--- src/rtl/tlb4_pkg.sv ---
`timescale 1ns / 1ps

package tlb4_pkg;

	// number of sets, a power of two between 16 and 2048
	localparam int SETS    = 2048;
	localparam int WAYS    = 4;
	localparam int SET_W   = $clog2(SETS);
	localparam int WAY_W   = $clog2(WAYS);
	localparam int TAG_W   = 9;
	localparam int FRAME_W = 20;
	localparam int RANK_W  = 2;
	localparam int OFS_W   = 12;
	localparam int ADDR_W  = 32;
	localparam int SET_LSB = 12;
	localparam int TAG_LSB = 23;

	localparam logic REQ_LOOKUP = 1'b0;
	localparam logic REQ_FILL   = 1'b1;

	typedef struct packed {
		logic               valid;
		logic [TAG_W-1:0]   tag;
		logic [FRAME_W-1:0] frame;
		logic [RANK_W-1:0]  rank;
	} way_t;

	typedef way_t [WAYS-1:0] row_t;

	typedef struct packed {
		logic               req_type;
		logic [TAG_W-1:0]   tag;
		logic [FRAME_W-1:0] frame;
		logic [OFS_W-1:0]   offset;
	} req_t;

	typedef struct packed {
		logic              hit;
		logic [WAY_W-1:0]  way;
		logic [ADDR_W-1:0] phys_addr;
	} res_t;

endpackage

--- src/rtl/tlb4_update.sv ---
`timescale 1ns / 1ps

module tlb4_update (
	input  tlb4_pkg::row_t row,
	input  tlb4_pkg::req_t req,
	output tlb4_pkg::row_t new_row,
	output logic           we,
	output tlb4_pkg::res_t res
);

	logic                          lookup;
	logic                          hit_found;
	logic [tlb4_pkg::WAY_W-1:0]    hit_way;
	logic                          inv_found;
	logic [tlb4_pkg::WAY_W-1:0]    inv_way;
	logic [tlb4_pkg::WAY_W-1:0]    vic_way;
	logic [tlb4_pkg::WAY_W-1:0]    sel_way;
	logic                          promote;
	logic [tlb4_pkg::RANK_W-1:0]   orig_rank;

	assign lookup = (req.req_type == tlb4_pkg::REQ_LOOKUP);

	// lowest matching way and lowest invalid way
	always_comb begin
		hit_found = 1'b0;
		hit_way   = '0;
		inv_found = 1'b0;
		inv_way   = '0;
		for (int i = tlb4_pkg::WAYS - 1; i >= 0; i--) begin
			if (row[i].valid && row[i].tag == req.tag) begin
				hit_found = 1'b1;
				hit_way   = tlb4_pkg::WAY_W'(i);
			end
			if (!row[i].valid) begin
				inv_found = 1'b1;
				inv_way   = tlb4_pkg::WAY_W'(i);
			end
		end
	end

	// highest rank, lowest way among ties
	always_comb begin
		vic_way = '0;
		for (int i = 1; i < tlb4_pkg::WAYS; i++) begin
			if (row[i].rank > row[vic_way].rank) begin
				vic_way = tlb4_pkg::WAY_W'(i);
			end
		end
	end

	assign sel_way   = lookup ? hit_way : (inv_found ? inv_way : vic_way);
	assign promote   = lookup ? hit_found : !inv_found;
	assign orig_rank = row[sel_way].rank;

	always_comb begin
		new_row = row;
		if (!lookup) begin
			new_row[sel_way].valid = 1'b1;
			new_row[sel_way].tag   = req.tag;
			new_row[sel_way].frame = req.frame;
			new_row[sel_way].rank  = tlb4_pkg::RANK_W'(sel_way);
		end
		if (promote) begin
			// ranks below the promoted way's old rank move up by one
			for (int i = 0; i < tlb4_pkg::WAYS; i++) begin
				if (tlb4_pkg::WAY_W'(i) != sel_way && row[i].valid
						&& row[i].rank < orig_rank) begin
					new_row[i].rank = row[i].rank + tlb4_pkg::RANK_W'(1);
				end
			end
			new_row[sel_way].rank = '0;
		end
	end

	assign we            = !lookup || hit_found;
	assign res.hit       = lookup && hit_found;
	assign res.way       = (lookup && !hit_found) ? '0 : sel_way;
	assign res.phys_addr = res.hit ? {row[hit_way].frame, req.offset} : '0;

endmodule
--- config.mk ---
export PLATFORM = sky130hd
export DESIGN_NAME = tlb4_update
export DESIGN_NICKNAME = d
export VERILOG_FILES = /design/src/rtl/tlb4_pkg.sv /design/src/rtl/tlb4_update.sv
export SDC_FILE = /design/constraint.sdc
export NUM_CORES = 1
export LEC_CHECK = 0
export BUFFER_PORTS_ARGS = -buffer_cell sky130_fd_sc_hd__buf_2
export CORE_AREA = 2 2 131 133
export DETAILED_ROUTE_END_ITERATION = 7
export DIE_AREA = 0 0 133 135
export GPL_TIMING_DRIVEN = 1
export SYNTH_ARGS = -nofsm -noshare
export SYNTH_HDL_FRONTEND = slang
export SYNTH_SLANG_ARGS = --single-unit
--- constraint.sdc ---
create_clock -name vclk -period 10
set_clock_uncertainty 0.1 [all_clocks]
set_input_delay 1.5 -clock vclk [all_inputs]
set_output_delay 1.5 -clock vclk [all_outputs]
set_load 0.005 [all_outputs]
# Yosys cells after proc, flatten, opt, wreduce, memory -nomap -nowiden
# Cells that the tools add are included.
# W data, S select, Z words.
# totals
wordCells	98
register_bits	0
in_bits	170
output_inout_bits	164
# classes
n_mux	55
n_eq_ne	7
addsub	4
n_bitwise	1
reduce_logical	19
order_cmp	12
# ops
cell	n
$bwmux W128	5
$bmux W32 S2	4
$demux W32 S2	4
$mux W128	2
$mux W32	2
$mux W2	25
$mux W22	2
$eq A9 B9 Y1	4
$mux W31	1
$logic_and A1 B1 Y1	15
$lt A2 B3 Y1 const B	4
$mux W1	10
$add A2 B1 Y2 const B	4
$lt A2 B2 Y1	4
$gt A2 B2 Y1	3
$ne A2 B2 Y1 const A	2
$ge A2 B1 Y1 const B	1
$logic_not A1 Y1	2
$ne A1 B2 Y1 const A	1
$reduce_bool A2 Y1	1
$logic_or A1 B1 Y1	1
$not A1 Y1	1

# Logic depth before layout (Yosys ltp)
# depth
word_depth	25
ltp_mapped	23
ltp_nobuf	22

# Worst setup path before layout
# No wires, ideal clock.
# synth_path
path_type	input to output
start	in row[1] in the netlist's numbering
end	out new_row[32] in the netlist's numbering
path_buffers	1
path_slack_ps	2774
stages	22
t_required_ps	8400
arrival_time_ps	5626
cell_sequence	clkbuf_1 > inv_1 > ha_1 > o22ai_1 > nand2_1 > o21ai_0 > ha_1 > nor2b_1 > o21ai_1 > o211ai_1 > o21ai_0 > ha_1 > nor2b_1 > o21ai_0 > o22ai_1 > or2_1 > a31oi_4 > inv_4 > mux2i_1 > mux2_2 > maj3_2 > a311oi_2
# synth_lines
element	line	source
from (decl)	tlb4_update.sv:4	input tlb4_pkg::row_t row,
to (decl)	tlb4_update.sv:6	output tlb4_pkg::row_t new_row,

==> metrics.md <==
| Metric | Value |
|---|---|
| Total negative setup slack | 0 ns |
| Setup CP Type | in2out |
| Post-DP HPWL | 15200 um |
| Syn_area_per_cell | 7.10 um^2 |
| Sequential cell count | 0 |
| Hold Buf Count CTS | 0 |
| GRT Util Overall | 0.194 |
| Final slew viol count | 0 |
| Synth Warn # | 0 |
| Die Height | 135 um |
| RSZ-0062 raised after global routing | no |
| Slew HR | 0.343 |
| Status | complete, no violations |
| Power per cell area | 43.1 nW/um^2 |
| Largest net degree at the start of global routing | 41 |
| Final core occ | 0.327 |
| # resized after CTS | 0 |
| Starting Density | 0.216 |
| Pleak | 2.90 nW |
| Max capacitance violation total | 0 |
| Ranking of synthesized cells by area | mux2_2 (35%), nand2_1 (12%), xnor2_1 (8.9%) |
| Critical path fanouts, max | 30 |
| Share of the yosys chip area belonging to registers | 0 |
| Initial antenna violation count | 2 |
| Worst setup margin | 1.65 ns |
| Count of different cell masters after synthesis | 53 |
| Type of origin of the critical path | input pin |
| Total placed instance area | 5360 um^2 |
| Arr. time, crit path | 6.75 ns |
| Detailed-route wire length per cell | 18.5 um |
| Worst Path Required | 8.40 ns |
| First-pass GRT wire length | 27700 um |
| Gate Count Post-Synth | 499 |
| Post-CTS Setup Inserts | 0 |
| Synthesized cell area | 3540 um^2 |
| # clk buffers | 0 |
| DR iter-0 viols | 292 |
| Place WS | 1.75 ns |
| Total power | 231 uW |
| Inst Count DP | 1017 |
| Fin. Hold Viols | 0 |
| Die ar. | 18000 um^2 |
| Worst hold path class | in2out |
| Layout Cells excl Fill | 1019 |
| Layout Area Growth over Synthesis | 51.5% |
| Sequential Area | 0 um^2 |
| Max Freq | 120 MHz |
| Final antenna-violating net count | 0 |
| Total I/O pin count | 334 |
| Filler cells | 1814 |
| Final setup violation count | 0 |
| Vias post-DR | 4873 |
| Period utilization | 0.835 |
| Global route overflow | 0 |
| Drt via density | 4.78 |
| Vias in the first global route | 4837 |
| Synth top area share | 0.346 |
| Final GP Congestion | 0.914 |
| Worst VDD drop | 0.0000240 V |
| Crit. End Element | output pin |
| I/O Buffers | 334 |
| Design Area, Final | 5370 um^2 |
| DRT Pass-1 Iters | 4 |
| Hold slack | 3.17 ns |
| Row cnt | 47 |
| Worst-margin pin slew | 0.981 ns |
| Drt total wl | 18900 um |
| Die Width | 133 um |
| Layout cells sized above 1 | 0.578 |
| Synth area leader | mux2_2 |
| Syn_nets | 676 |
| Final #Nets | 976 |
| Core ar. | 16400 um^2 |
| # DRC | 0 |
| Min Tclk post-route | 8.35 ns |
==> where the power goes <==
group,switching (mW),internal (mW)
clock,0,0.0000000268
sequential,0,0
combinational,0.115,0.116
total,0.115,0.116
==> cells in the final DEF, fill, tap and decap left out, drive strengths merged, types with 4 or more instances in the layout <==
master    n
buf     339
nand2   113
mux2    109
xnor2    36
nor2     28
mux2i    25
a211oi   22
inv      14
and2     13
nand4    12
a21oi    10
o21ai     8
ha        7
nor3      6
or3       6
nand3     5
a31oi     5
o22ai     4
==> critical path, stage by stage <==
cell,delay (ns)
buf_2,0.17
inv_1,0.11
ha_1,0.31
o22ai_1,0.35
nand2_1,0.09
o21ai_0,0.11
ha_1,0.19
nor2b_1,0.04
o21ai_1,0.31
o211ai_1,0.13
o21ai_0,0.10
ha_1,0.26
nor2b_1,0.13
o21ai_0,0.28
o22ai_1,0.15
or2_1,0.30
a31oi_4,0.56
inv_4,0.14
nor2_1,0.28
nand2_2,0.56
mux2_2,0.49
buf_2,0.13
==> logic make-up after synthesis <==
| group | Yosys count | share of synthesized area |
|---|---|---|
| AND/OR/NAND/NOR | 194 | 0.242 |
| multiplexers | 134 | 0.417 |
| AO/OA/AOI/OAI | 71 | 0.150 |
| buffers and inverters | 55 | 0.0713 |
| adder cells (fa/ha/maj) | 9 | 0.0307 |
| XOR/XNOR | 36 | 0.0890 |
==> cell type report <==
type / instances / area, um^2 / share of cell area
Multi-Input combinational cell: 444 / 3320 / 0.619
Tap cell: 220 / 275 / 0.0513
Inverter: 14 / 55.1 / 0.0103
Antenna cell: 2 / 5.00 / 0.000932
Timing Repair Buffer: 339 / 1710 / 0.318
==> synth_stat cells (3+ instances only) <==
library cell / count
a211oi_1: 21
a21oi_1: 10
a31oi_1: 4
and2_1: 13
buf_1: 5
buf_2: 13
buf_6: 3
clkbuf_1: 18
ha_1: 7
inv_1: 13
mux2_2: 109
mux2i_1: 25
nand2_1: 113
nand3_1: 5
nand4_1: 12
nor2_1: 28
nor3_1: 6
o21ai_0: 6
o22ai_1: 4
or3_1: 5
xnor2_1: 36
==> layer usage <==
metal | track usage | share of wire | up-vias
li1 | - | - | 2385
met1 | 0.250 | 0.42 | 2237
met2 | 0.338 | 0.49 | 221
met3 | 0.0289 | 0.064 | 30
met4 | 0.0502 | 0.021 | 0
met5 | 0 | 0 | -
==> path summary, 6_finish.rpt <==
check / start / end / slack (ns) / depth (start not counted)
setup / recovery: row[1] / new_row[10] / 1.65 / 22
hold / removal: req[2] / res[2] / 3.17 / 3
Note: power is estimated with default switching activity, not from simulation.
